$ cat config.mk
export PLATFORM = sky130hd
export DESIGN_NAME = phpf_div
export DESIGN_NICKNAME = d
export VERILOG_FILES = /design/src/sv/phpf_pkg.sv /design/src/sv/phpf_div.sv
export SDC_FILE = /design/constraint.sdc
export NUM_CORES = 1
export LEC_CHECK = 0
export BUFFER_PORTS_ARGS = -buffer_cell sky130_fd_sc_hd__clkbuf_2
export CELL_PAD_IN_SITES_DETAIL_PLACEMENT = 1
export CELL_PAD_IN_SITES_GLOBAL_PLACEMENT = 1
export CORE_AREA = 8 8 119 149
export CTS_CLUSTER_SIZE = 30
export DETAILED_ROUTE_END_ITERATION = 8
export DIE_AREA = 0 0 127 157
export GPL_ROUTABILITY_DRIVEN = 0
export PLACE_DENSITY_LB_ADDON = 0.1
export SETUP_SLACK_MARGIN = 0.1
export SYNTH_ARGS = -nofsm -noshare
export SYNTH_HDL_FRONTEND = slang
export SYNTH_SLANG_ARGS = --single-unit
$ cat constraint.sdc
create_clock -name clk -period 6.9 [get_ports clk]
set_input_delay 0.69 -clock clk [delete_from_list [all_inputs] [get_ports clk]]
set_output_delay 0.69 -clock clk [all_outputs]
set_load 0.005 [all_outputs]
$ cat src/sv/phpf_pkg.sv
`default_nettype none
package phpf_pkg;

  // edge table depth
  localparam int MAX_EDGES = 8;
  localparam int EIDX_W    = (MAX_EDGES > 1) ? $clog2(MAX_EDGES) : 1;
  localparam int CNT_W     = $clog2(MAX_EDGES + 1);

  // shared divider: unsigned numerator / denominator, one quotient bit a cycle
  localparam int DIV_NW    = 52;
  localparam int DIV_DW    = 32;
  localparam int DIV_CNT_W = $clog2(DIV_NW + 1);

  // square root: two radicand bits a cycle
  localparam int ROOT_W    = 31;
  localparam int SQ_W      = 2 * ROOT_W;
  localparam int SQ_CNT_W  = $clog2(ROOT_W + 1);

  // contact tolerance at scale 2^-26
  localparam int EPS_Q26   = 6711;

  // input item kinds carried on tuser
  localparam logic CMD_LOAD  = 1'b0;
  localparam logic CMD_QUERY = 1'b1;

  typedef struct packed {
    logic busy;
    logic done;
  } iter_stat_t;

  typedef struct packed {
    logic signed [15:0] off;
    logic signed [15:0] nz;
    logic signed [15:0] ny;
    logic signed [15:0] nx;
  } edge_entry_t;

  typedef enum logic [2:0] {
    REG_FACE_NX    = 3'd0,
    REG_FACE_NY    = 3'd1,
    REG_FACE_NZ    = 3'd2,
    REG_PLANE_OFF  = 3'd3,
    REG_FRICTION   = 3'd4,
    REG_EDGE_COUNT = 3'd5
  } cfg_reg_t;

endpackage
`default_nettype wire

$ cat src/sv/phpf_div.sv
`default_nettype none
module phpf_div import phpf_pkg::*; (
  input  wire logic              clk,
  input  wire logic              rst_n,
  input  wire logic              start,
  input  wire logic [DIV_NW-1:0] num,
  input  wire logic [DIV_DW-1:0] den,
  output iter_stat_t             stat,
  output logic [DIV_NW-1:0]      quo
);

  logic [DIV_DW-1:0]    rem_r;
  logic [DIV_DW-1:0]    den_r;
  logic [DIV_NW-1:0]    qn_r;
  logic [DIV_CNT_W-1:0] cnt_r;
  logic                 busy_r;
  logic                 done_r;
  logic [DIV_DW:0]      trial;
  logic [DIV_DW:0]      diff;
  logic                 ge;

  // restoring step
  assign trial = {rem_r, qn_r[DIV_NW-1]};
  assign ge    = (trial >= {1'b0, den_r});
  assign diff  = trial - {1'b0, den_r};

  always_ff @(posedge clk) begin
    if (!rst_n) begin
      busy_r <= 1'b0;
      done_r <= 1'b0;
      cnt_r  <= '0;
    end else begin
      done_r <= 1'b0;
      if (start) begin
        busy_r <= 1'b1;
        cnt_r  <= DIV_CNT_W'(DIV_NW);
      end else if (busy_r) begin
        cnt_r <= cnt_r - 1'b1;
        if (cnt_r == DIV_CNT_W'(1)) begin
          busy_r <= 1'b0;
          done_r <= 1'b1;
        end
      end
    end
  end

  always_ff @(posedge clk) begin
    if (start) begin
      rem_r <= '0;
      den_r <= den;
      qn_r  <= num;
    end else if (busy_r) begin
      rem_r <= ge ? diff[DIV_DW-1:0] : trial[DIV_DW-1:0];
      qn_r  <= {qn_r[DIV_NW-2:0], ge};
    end
  end

  assign stat.busy = busy_r;
  assign stat.done = done_r;
  assign quo       = qn_r;

endmodule
`default_nettype wire

==> run_results.csv <==
group,metric,value,unit
timing,rsz0062_at_grt,"false",
timing,hold_violations,0,
setup_path,worstPathRequired,7.21,ns
clock_network,cts_resized,0,
global_route,grtUsageTotal,19.81,%
synthesis,synth_edf_count,84,
route,totalWireLength,18890,um
setup_path,crit_family,"simple AND/OR/NAND/NOR gates",
floorplanning,num_rows,51,
timing,worstMarginPinSlew,1.209,ns
finish,antennaDiodeCount,0,
clock_network,clk_latency,0.42,ns
floorplanning,dieArea,0.01994,mm2
timing,slew_headroom,19.23,%
run,drv_cap,0,
min_path,worstHoldStart,"den[21]",
finish,drive_above_1_share,29.00,%
clock_network,h-tree-depth,4,
clock_network,numCtsBuffers,17,
clock_network,cts_tree,"built",
global_route,grt_pass1_wl,31490,um
clock_network,cts_max_path_buffers,2,
route,vias_per_cell,5.596,
setup_path,max_stage_delay,0.76,ns
synthesis,synth_ff_type,"edfxtp_1",
placement,placed_cell_area,0.007691,mm2
synthesis,syn_inst,673,
timing,finalCritPeriodShare,50.37,%
clock_network,post_cts_buffers,0,
finish,area_growth_syn_to_layout,18.25,%
setup_path,startpoint,"den_r[10]$_DFFE_PP_",
synthesis,synth-seq-cells,124,
timing,fin_tns_setup,0,ns
route,drt_iter0_drc,190,
timing,setup_viol,0,
synthesis,yosysMostFrequentCell,"edfxtp_1",
synthesis,synth.distinct_cells,55,
route,postRouteAntennaNets,0,
synthesis,ys_seq_area_share,47.91,%
floorplanning,fp.dieH,157,um
setup_path,cp-end-kind,"register",
outcome,status,"complete, no violations",
floorplanning,core,0.01531,mm2
floorplanning,dieWidth,127,um
route,vias,5551,
route,wl_per_cell,19.04,um
timing,fin_crit,3.475,ns
min_path,hold_path.class,"in2reg",
synthesis,synth_common_cells,"84 x edfxtp_1, 69 x nand2_1, 51 x inv_1, 51 x mux2_2, 51 x nor2_1",
finish,fin_nets,916,
finish,design_area,0.008203,mm2
floorplanning,boundaryPins,141,
setup_path,crit_chain,"inv_1 -> ha_1 -> a21oi_1 -> o21ai_0 -> a22oi_1 -> nand3_1 -> o211ai_2 -> nand2_1 -> or3_1 -> and4_1",
setup_path,r2r_start,"den_r[10]$_DFFE_PP_",
placement,io_buffers,140,
pwr,leakagePower,3.561,nW
setup_path,critPathKind,"reg2reg",
pwr,ir_worst_vdd,0.0001667,V
setup_path,cpMaxStageDelayCell,"nand2_1",
timing,drv_slew,0,
synthesis,synth_top_area_share,36.36,%
clock_network,clk_pin_slew,0.06,ns
synthesis,ys_async_sr_fraction,0,%
synthesis,syn_avg_cell_area,10.31,um2
global_route,grt_antenna_before_repair,0,
clock_network,clock_sinks,124,
setup_path,worstPathMaxFanout,30,
timing,fmax,0.2877,GHz
clock_network,cts_hold_buf,0,
setup_path,cp_num_buf_inv,1,
setup_path,cp-start-kind,"register",
placement,dp_hpwl,14000,um
global_route,overflow,0,
synthesis,synth_nets,795,
synthesis,yosysWarnings,0,
clock_network,cts_root_buf,"clkbuf_16",
synthesis,synth_top_cell_by_area,"edfxtp_1",
floorplanning,initial_utilization,45.29,%
route,drc,0,
global_route,grt_pass1_vias,6371,
pwr,power_density,267.2,mW/mm2
global_route,grt_max_degree,64,
synthesis,syn_area,0.006937,mm2
setup_path,cp.arrival,3.78,ns
synthesis,synth_area_leaders,"edfxtp_1 36%, dfxtp_1 12%, mux2_2 8.3%, ha_1 6.1%, nand2_1 3.7%",
timing,finalClockSkew,0.008594,ns
route,drt_first_pass_iters,4,
-- worst register-to-register path, delay by kind of cell, from the launching register on --
kind            cells  cell delay (ns)
simple gates        4             1.75
fa+ha+maj           1             0.35
compound gates      4             0.90
flops               1             0.32
buf+inv             1             0.04
-- cell type report --
type,instances,area [um2]
Clock buffer,21,440.4
Timing Repair Buffer,143,725.7
Multi-Input combinational cell,457,3218
Sequential cell,124,3324
Clock inverter,11,71.32
Fill cell,1771,7112
Tap cell,185,231.5
Inverter,51,191.4
-- stage by stage --
stage	instances	setup slack [ns]	power (mW)	hold WS (ns)	utilization [%]
final	992	3.425	2.192	0.4446	53.56
after global routing	992	3.100	2.302	0.4235	53.56
after CTS	992	3.422	2.217	0.4289	53.56
after detailed placement	960	3.435	1.414	0.4946	50.22
after global placement	960	3.535	1.395	0.4815	50.22
after floorplan	673	4.041	1.261	0.4578	-
-- metal layers --
layer | up-vias | track usage (%) | share of wire (%)
met4 | 0 | 5.792 | 1.2
met3 | 16 | 8.734 | 8.2
met2 | 144 | 35.63 | 52
met1 | 2690 | 20.33 | 39
met5 | - | 0 | 0
li1 | 2701 | - | -
-- where the power goes --
| part | leakage (nW) | switching, mW | internal (mW) | total, mW |
|---|---|---|---|---|
| sequential | 1.17 | 0.0409 | 0.876 | 0.917 |
| combinational | 2.15 | 0.283 | 0.199 | 0.482 |
| clock | 0.241 | 0.337 | 0.456 | 0.793 |
-- flip-flops by register name (all words and copies together), names as in the netlist --
name	count
busy_r	1
cnt_r	6
den_r	32
done_r	1
quo	52
rem_r	32
-- worst paths after layout --
| check | end | slack (ns) | depth (start not counted) |
|---|---|---|---|
| setup reg to reg | rem_r[30]$_SDFFE_PP0P_ | 3.42 | 10 |
| hold / removal | den_r[21]$_DFFE_PP_ | 0.44 | 1 |
| setup / recovery | rem_r[30]$_SDFFE_PP0P_ | 3.42 | 10 |
| hold reg to reg | rem_r[7]$_SDFFE_PP0P_ | 0.50 | 2 |
-- logic make-up after synthesis --
kind of cell / synth area share (%)
AOI/OAI and AO/OA: 15.80
muxes: 8.568
and+or+nand+nor: 12.41
adders and majority gates: 6.421
DFF: 47.91
xor gates and xnor gates: 3.157
buffers and inverters: 5.736
-- layout by cell type (no fill, tap or decap), types with 4 or more instances in the layout --
master	instances
o21ai_0	22
nor3_1	6
nand2_1	68
xor2_1	10
a211oi_1	6
a21boi_0	7
buf_4	4
clkbuf_16	17
a31oi_1	4
ha_1	34
dfxtp_1	39
nor2_1	51
o21a_1	6
nor4_1	5
clkbuf_2	139
a21o_1	16
nand4_1	16
xnor2_1	15
nand2b_1	4
clkinvlp_4	4
a311oi_1	22
mux2_2	51
o211ai_1	4
nand3_1	16
edfxtp_1	84
inv_1	51
nor2b_1	4
clkinv_2	4
clkbuf_1	4
or3_1	6
a21oi_1	46
(Power assumes the default switching activity.)
