File: src/sv/phpf_pkg.sv
`default_nettype none
package phpf_pkg;

  // edge table depth
  localparam int MAX_EDGES = 8;
  localparam int EIDX_W    = (MAX_EDGES > 1) ? $clog2(MAX_EDGES) : 1;
  localparam int CNT_W     = $clog2(MAX_EDGES + 1);

  // shared divider: unsigned numerator / denominator, one quotient bit a cycle
  localparam int DIV_NW    = 52;
  localparam int DIV_DW    = 32;
  localparam int DIV_CNT_W = $clog2(DIV_NW + 1);

  // square root: two radicand bits a cycle
  localparam int ROOT_W    = 31;
  localparam int SQ_W      = 2 * ROOT_W;
  localparam int SQ_CNT_W  = $clog2(ROOT_W + 1);

  // contact tolerance at scale 2^-26
  localparam int EPS_Q26   = 6711;

  // input item kinds carried on tuser
  localparam logic CMD_LOAD  = 1'b0;
  localparam logic CMD_QUERY = 1'b1;

  typedef struct packed {
    logic busy;
    logic done;
  } iter_stat_t;

  typedef struct packed {
    logic signed [15:0] off;
    logic signed [15:0] nz;
    logic signed [15:0] ny;
    logic signed [15:0] nx;
  } edge_entry_t;

  typedef enum logic [2:0] {
    REG_FACE_NX    = 3'd0,
    REG_FACE_NY    = 3'd1,
    REG_FACE_NZ    = 3'd2,
    REG_PLANE_OFF  = 3'd3,
    REG_FRICTION   = 3'd4,
    REG_EDGE_COUNT = 3'd5
  } cfg_reg_t;

endpackage
`default_nettype wire

File: src/sv/phpf_sqrt.sv
`default_nettype none
module phpf_sqrt import phpf_pkg::*; (
  input  wire logic            clk,
  input  wire logic            rst_n,
  input  wire logic            start,
  input  wire logic [SQ_W-1:0] rad,
  output iter_stat_t           stat,
  output logic [ROOT_W-1:0]    root
);

  logic [SQ_W-1:0]     rad_r;
  logic [ROOT_W:0]     rem_r;
  logic [ROOT_W-1:0]   root_r;
  logic [SQ_CNT_W-1:0] cnt_r;
  logic                busy_r;
  logic                done_r;
  logic [ROOT_W+2:0]   t;
  logic [ROOT_W+2:0]   trial;
  logic                ge;

  assign t     = {rem_r, rad_r[SQ_W-1 -: 2]};
  assign trial = {1'b0, root_r, 2'b01};
  assign ge    = (t >= trial);

  always_ff @(posedge clk) begin
    if (!rst_n) begin
      busy_r <= 1'b0;
      done_r <= 1'b0;
      cnt_r  <= '0;
    end else begin
      done_r <= 1'b0;
      if (start) begin
        busy_r <= 1'b1;
        cnt_r  <= SQ_CNT_W'(ROOT_W);
      end else if (busy_r) begin
        cnt_r <= cnt_r - 1'b1;
        if (cnt_r == SQ_CNT_W'(1)) begin
          busy_r <= 1'b0;
          done_r <= 1'b1;
        end
      end
    end
  end

  always_ff @(posedge clk) begin
    if (start) begin
      rad_r  <= rad;
      rem_r  <= '0;
      root_r <= '0;
    end else if (busy_r) begin
      rad_r  <= {rad_r[SQ_W-3:0], 2'b00};
      rem_r  <= ge ? (ROOT_W+1)'(t - trial) : t[ROOT_W:0];
      root_r <= {root_r[ROOT_W-2:0], ge};
    end
  end

  assign stat.busy = busy_r;
  assign stat.done = done_r;
  assign root      = root_r;

endmodule
`default_nettype wire
File: config.mk
export PLATFORM = sky130hd
export DESIGN_NAME = phpf_sqrt
export DESIGN_NICKNAME = d
export VERILOG_FILES = /design/src/sv/phpf_pkg.sv /design/src/sv/phpf_sqrt.sv
export SDC_FILE = /design/constraint.sdc
export NUM_CORES = 1
export LEC_CHECK = 0
export BUFFER_PORTS_ARGS = -buffer_cell sky130_fd_sc_hd__buf_2
export CAP_MARGIN = 20
export CORE_MARGIN = 2
export CORE_UTILIZATION = 55
export CTS_CLUSTER_SIZE = 24
export DETAILED_ROUTE_END_ITERATION = 6
export PLACE_DENSITY = 0.86
export REMOVE_ABC_BUFFERS = 1
export SETUP_SLACK_MARGIN = 0.4
export SLEW_MARGIN = 20
export SYNTH_ARGS = -nofsm -noshare
export SYNTH_HDL_FRONTEND = slang
export SYNTH_SLANG_ARGS = --single-unit
File: constraint.sdc
create_clock -name clk -period 3.5 [get_ports clk]
set_clock_uncertainty 0.05 [all_clocks]
set_input_delay 0.175 -clock clk [delete_from_list [all_inputs] [get_ports clk]]
set_output_delay 0.175 -clock clk [all_outputs]
set_load 0.01 [all_outputs]
==> summary.txt, run 1 <==
Timing
  – Crit share post-route: 83.8%
  – Final Hold Fails: 0
  – Final Max Slew Viols: 0
  – Min cycle time layout: 2.93 ns
  – RSZ-0062 raised after global routing: no
  – Worst Tran Pin Value: 0.831 ns
  – Max frequency: 341 MHz
  – Worst relative slew slack: 44.6%
  – Setup TNS: 0 ns
  – Setup Viol. Count Final: 0
  – Worst Hold Slack: 0.00945 ns

Yosys
  – Flop and latch count out of synthesis: 132
  – Number of flops mapped to enable cells by yosys: 62
  – Yosys cell types: 69
  – Syn Area/Cell: 10.3 um^2
  – Yosys top cell area share: 25.3%
  – Post-synth top area cell: edfxtp_1
  – Synth Instances: 714
  – Netlist Area Pre-Place: 7350 um^2
  – Register area share after synthesis: 44.4%
  – Warnings, synthesis: 0
  – Main flop type after synthesis: dfxtp_1
  – Async set-or-reset flop fraction in the synthesized netlist: 0%
  – Ranking of synthesized cells by area: edfxtp_1 25%, dfxtp_1 19%, mux2_2 9.2%

GRT
  – Total Routing Usage GR: 26.5%
  – Vias in the first global route: 5,907
  – First-pass GRT wire length: 29,700 um
  – GRT Residual Overflow: 0
  – Initial antenna violation count: 0
  – Pin count of the biggest net entering global routing: 65

Drt
  – WL met2: 9180 um
  – Met3 Routed Length: 1250 um
  – Uppermost layer routed: met4
  – Post-DRT Antenna Nets: 0
  – Post-Route WL: 18,500 um
  – Vias: 5,934
  – Iteration-0 DRC Markers: 458
  – Wire per inst: 17.9 um
  – Drt drc: 0
  – M1 WL: 7500 um
  – Pre-antenna DRT Iters: 4
  – Via density: 5.74

Critical path
  – CP Max Fanout: 8
  – Worst EP required: 3.76 ns
  – R2R depth: 10
  – Reg2Reg Setup Slack: 0.57 ns
  – Crit path kind: register to register
  – Worst r2r dst: rem_r[29]$_SDFFE_PP0P_
  – Startpoint Class: register
  – Arrival @ worst endpoint: 3.19 ns
  – R2r startpoint: root[7]$_SDFFE_PP0P_
  – Critical Path Sink Type: register

Die
  – Die Y: 120 um
  – Initial Utilization: 56.0%
  – Core Box Area: 13,100 um^2
  – Die area: 14,300 um^2
  – Num ports: 98
  – Die width: 120 um
  – Row count: 42

Power
  – Comb pwr share: 53.0%
  – Net load switching power: 3.19 mW
  – Int Pwr: 4.78 mW
  – Max IR drop VDD: 0.532 mV
  – LEAKAGE: 3.77 nW
  – Sequential share of power: 25.2%
  – Clock power share: 21.8%
  – PnR Total Power: 7.96 mW
  – Cell Pwr Density: 878 nW/um^2
  – Sw Ratio: 40.0%

Finish
  – Ratio of cells with drive above 1 in the final layout: 28.2%
  – Non-Filler Instances: 1,033
  – Fin nets: 944
  – Synthesis-to-finish area growth: 23.4%
  – Design area: 9070 um^2
  – N_diodes: 0

Flow run
  – # Max-Cap Violations: 0

Clock tree
  – CTS H-tree depth: 4
  – CTS tree: yes
  – Clk sinks: 132
  – Later-pin clock latency in the skew report: 0.43 ns
  – Root Driver: clkbuf_16
  – Worst-path clk slew: 0.07 ns
  – Deepest clock path buffer count: 2
  – Inserted Clock Buffers: 17

Place
  – Cell Area, Placed: 7930 um^2
  – Port-buffer cells: 97
  – Placer Congestion: 0.953
  – # placed instances: 953
  – Hpwl dp: 10,700 um

Min path
  – Hold Path Sink: rad_r[57]$_DFFE_PP_
  – WHS Path Cells: 2
  – Hold Crit Start: rad[57]
  – Min-Delay Path Class: input port to register

Outcome
  – Run status: finished, final reports clean
==> worst max-delay path by stage <==
stage	from	to	slack (ns)	cells past startpoint
final	root[7]$_SDFFE_PP0P_	rem_r[29]$_SDFFE_PP0P_	0.57	10
after global routing	root[7]$_SDFFE_PP0P_	rem_r[22]$_SDFFE_PP0P_	0.36	11
after CTS	root[0]$_SDFFE_PP0P_	rem_r[22]$_SDFFE_PP0P_	0.41	11
after detailed placement	root[0]$_SDFFE_PP0P_	rem_r[22]$_SDFFE_PP0P_	0.37	11
after global placement	root[23]$_SDFFE_PP0P_	rem_r[22]$_SDFFE_PP0P_	0.49	11
after floorplan	busy_r$_SDFF_PN0_	rad_r[0]$_SDFFCE_PN0P_	-1.03	2
==> registers in the layout, summed over array words and instances, names as in the netlist <==
name and count:
busy_r 1, root 31, rem_r 32, done_r 1
cnt_r 5, rad_r 62
==> kinds of logic (layout without fill, tap and decap cells) <==
logic type	Yosys count	count (layout)	synth area share, %
adder cells (fa/ha/maj)	35	35	5.96
XOR/XNOR	32	32	3.81
multiplexers	108	108	15.7
buffers and inverters	85	228	4.85
flip-flops	132	132	44.4
AND/OR/NAND/NOR	184	184	11.7
AO/OA/AOI/OAI	138	138	13.6
==> synthesized netlist by cell type, types with 8 or more instances <==
cell / count
nor2_1: 79
a21oi_1: 34
mux2_2: 60
dfxtp_1: 70
xor2_1: 18
a211oi_1: 14
nand3_1: 12
nand2_1: 41
clkbuf_1: 23
o21ai_0: 20
nand4_1: 8
inv_1: 43
buf_2: 9
a21o_1: 13
xnor2_1: 14
mux2i_1: 48
and3_1: 8
edfxtp_1: 62
ha_1: 35
==> power groups by stage <==
stage	clock network, mW	logic [mW]	registers [mW]
5_1_grt	1.82	4.62	2.02
3_5_place_dp	0	3.84	2.01
3_3_place_gp	0	3.78	2.01
2_1_floorplan	0	3.48	2.02
6_report	1.74	4.22	2.00
4_1_cts	1.73	3.91	1.99
==> critical path, cell delays in order, from the launching register on <==
cell      delay (ns)
dfxtp_1         0.37
inv_1           0.07
ha_2            0.33
a21oi_2         0.18
o211ai_1        0.15
a221oi_4        0.35
nand2_2         0.13
o31a_1          0.30
a31oi_2         0.48
nor4b_1         0.12
a221o_1         0.28
==> through the flow <==
stage	util [%]	setup WS, ns
6_report	69.0	0.568
5_1_grt	69.0	0.362
4_1_cts	68.0	0.410
3_5_place_dp	60.4	0.375
3_3_place_gp	60.4	0.485
2_1_floorplan	-	-1.03
==> metal layers <==
layer | GRT usage, % | up-vias
met5 | 0 | -
met1 | 31.1 | 2842
met3 | 7.46 | 39
met4 | 11.3 | 0
li1 | - | 2844
met2 | 45.4 | 209
==> cells in the final DEF (no fill, tap or decap), drive strengths merged, types with 4 or more instances in the layout <==
| master | netlist | layout |
|---|---|---|
| buf | 19 | 108 |
| nor2 | 79 | 79 |
| dfxtp | 70 | 70 |
| edfxtp | 62 | 62 |
| mux2 | 60 | 60 |
| inv | 43 | 50 |
| mux2i | 48 | 48 |
| dlygate4sd3 | 0 | 45 |
| nand2 | 42 | 42 |
| ha | 35 | 35 |
| a21oi | 34 | 34 |
| o21ai | 21 | 21 |
| clkbuf | 23 | 19 |
| xor2 | 18 | 18 |
| a211oi | 15 | 15 |
| xnor2 | 14 | 14 |
| a21o | 13 | 13 |
| nand3 | 12 | 12 |
| and3 | 8 | 8 |
| nand4 | 8 | 8 |
| nor3 | 8 | 8 |
| o211ai | 7 | 7 |
| and2 | 6 | 6 |
| o21a | 6 | 6 |
| a31oi | 6 | 6 |
| nor2b | 4 | 4 |
| clkinv | 0 | 4 |
| a31o | 4 | 4 |
==> repair_timing <==
action / CTS / global route
pin swaps: 0 / 3
setup buffers: 0 / 3
hold buffers: 44 / 1
gates cloned: 0 / 0
resized for setup: 1 / 27
hold endpoints to repair: 44 / 1
setup endpoints to repair: 1 / 29
==> final cells by class <==
cell class,instances,area (um^2)
clock buffer,19,454
clock inverter,13,113
fill,979,4070
inverter,43,161
multi-input combinational,497,3820
sequential,132,3270
tap,176,220
timing repair buffer,153,1030
Power figures use the tool's default switching activity.
==> run 2: changes to the inputs <==
clock period = 2.75 ns   (was 3.5 ns; I/O delays follow)
==> summary.txt, run 2 (same netlist as run 1, synthesis figures left out) <==
Finish
  – Commonest non-fill, non-tap cell in the layout: buf_2
  – Fillers: 781 (-20%)
  – Fin util: 78.1% (+9.1 points)
  – Synthesis-to-finish area growth: 39.6%
  – Biggest register: rad_r
  – Ratio of cells with drive above 1 in the final layout: 38.4% (+10 points)
  – Design area: 10,300 um^2 (+13%)
  – N_diodes: 0 (unchanged)
  – Fin nets: 1,024 (+8.5%)
  – Max FFs per register: 62 (unchanged)
  – Commonest non-fill, non-tap cells in the layout: 96 x buf_2, 77 x nor2_1, 63 x dlygate4sd3_1, 62 x buf_4, 62 x edfxtp_1

Clock tree
  – CTS H-tree depth: 4 (unchanged)
  – Later-pin clock latency in the skew report: 0.43 ns (about the same)
  – Worst-path clk slew: 0.06 ns (about the same)
  – Deepest clock path buffer count: 2 (unchanged)
  – Root Driver: clkbuf_16
  – Inserted Clock Buffers: 17 (unchanged)
  – CTS tree: yes
  – Clk sinks: 132 (unchanged)

Timing
  – Worst Tran Pin Value: 0.793 ns (-0.0377 ns)
  – Worst relative slew slack: 47.1% (+2.5 points)
  – Setup Viol. Count Final: 0 (unchanged)
  – Max frequency: 373 MHz (+9.3%)
  – Final Max Slew Viols: 0 (unchanged)
  – Final Hold Fails: 0 (unchanged)
  – Setup TNS: 0 ns (unchanged)
  – Worst Hold Slack: 0.0561 ns (+0.0467 ns)
  – RSZ-0062 raised after global routing: yes
  – Min cycle time layout: 2.68 ns (-0.251 ns)
  – Crit share post-route: 97.5% (+14 points)

Critical path
  – CP Max Fanout: 6 (-2)
  – Arrival @ worst endpoint: 2.89 ns (-0.30 ns)
  – Worst path slowest cell: dfxtp_2
  – Crit path from: root[1]$_SDFFE_PP0P_
  – Worst EP required: 2.96 ns (-0.80 ns)
  – Crit path kind: register to register
  – Startpoint Class: register
  – Top delay family on crit path: compound AO/OA/AOI/OAI gates
  – R2r startpoint: root[1]$_SDFFE_PP0P_
  – Critical Path Sink Type: register
  – Crit-path max cell delay: 0.33 ns (-0.15 ns)
  – Worst path cell trace: inv_1 > ha_1 > o21a_1 > o31a_4 > o311ai_4 > nand2_2 > o31a_1 > a31o_4 > buf_12 > mux2i_4 > o22ai_1
  – Buf/Inv on CP: 2 (+1)

Outcome
  – Run status: finished, final reports clean

Power
  – PnR Total Power: 12.3 mW (+55%)
  – LEAKAGE: 4.25 nW (+13%)
  – Max IR drop VDD: 0.757 mV (+42%)
  – Cell Pwr Density: 1200 nW/um^2 (+37%)

Die
  – Num ports: 98 (unchanged)
  – Die width: 120 um (unchanged)
  – Row count: 42 (unchanged)
  – Core Box Area: 13,100 um^2 (unchanged)
  – Initial Utilization: 56.0% (unchanged)
  – Die Y: 120 um (unchanged)
  – Die area: 14,300 um^2 (unchanged)

GRT
  – GRT Residual Overflow: 0 (unchanged)
  – Total Routing Usage GR: 28.3% (+1.8 points)
  – Pin count of the biggest net entering global routing: 87 (+34%)
  – Initial antenna violation count: 0 (unchanged)
  – First-pass GRT wire length: 31,900 um (+7.2%)
  – Vias in the first global route: 6,404 (+8.4%)

Drt
  – Drt drc: 0 (unchanged)
  – Post-Route WL: 21,300 um (+15%)
  – Post-DRT Antenna Nets: 0 (unchanged)
  – Wire per inst: 19.1 um (+7.1%)
  – Iteration-0 DRC Markers: 480 (+4.8%)
  – Via density: 5.78 (+0.55%)
  – Vias: 6,429 (+8.3%)
  – Pre-antenna DRT Iters: 5 (+1)

Place
  – Cell Area, Placed: 8310 um^2 (+4.8%)
  – Port-buffer cells: 97 (unchanged)
  – Placer Congestion: 0.987 (+3.6%)
  – Hpwl dp: 11,300 um (+6.3%)

Min path
  – Hold Crit Start: start
  – Min-Delay Path Class: input port to register

Flow run
  – # Max-Cap Violations: 0 (unchanged)
==> run 2: through the flow <==
step                      setup slack, ns  instances
after CTS                          0.0847       1099
after global routing             -0.00853       1113
after detailed placement          -0.0253        999
after global placement             0.0455        999
final                              0.0682       1113
after floorplan                     -1.78        672
==> run 2: final cells by class <==
cell class              count  area (um^2)  area share (%)
multi-input cells         497         4190            40.8
clock inverters            15          178            1.73
repair buffers            233         1790            17.4
flip-flops and latches    132         3300            32.2
clock buffers              17          425            4.14
well taps                 176          220            2.15
inverters                  43          161            1.57
==> run 2: path summary, 6_finish.rpt <==
| path | endpoint | slack (ns) | depth (start not counted) |
|---|---|---|---|
| setup / recovery | rem_r[2]$_SDFFE_PP0P_ | 0.07 | 11 |
| setup reg to reg | rem_r[2]$_SDFFE_PP0P_ | 0.07 | 11 |
| hold reg to reg | rem_r[30]$_SDFFE_PP0P_ | 0.44 | 2 |
| hold / removal | root[29]$_SDFFE_PP0P_ | 0.06 | 2 |
==> run 2: power breakdown <==
group	leakage, nW	switching (mW)	internal [mW]
Sequential	1.21	0.258	2.35
Clock	0.286	0.923	1.43
Combinational	2.76	3.64	3.75
Total	4.25	4.82	7.53
==> run 2: timing repair <==
action / in CTS / in global routing
setup endpoints to repair: 33 / 33
buffers inserted: 4 / 12
resized for setup: 36 / 85
gates cloned: 1 / 2
pin swaps: 14 / 39
hold buffers: 63 / 0
hold endpoints to repair: 68 / 0
==> run 2: worst register-to-register path: stages, from the launching register on <==
cell and delay, ns:
dfxtp_2 0.33, inv_1 0.04, ha_1 0.32, o21a_1 0.21, o31a_4 0.13, o311ai_4 0.26, nand2_2 0.10, o31a_1 0.27
a31o_4 0.32, buf_12 0.17, mux2i_4 0.21, o22ai_1 0.11
==> run 2: per-layer routing <==
metal	GRT usage, %	wire [um]
met3	6.99	1400
met2	49.6	10700
met4	10.0	753
met5	0	0
met1	33.8	8400
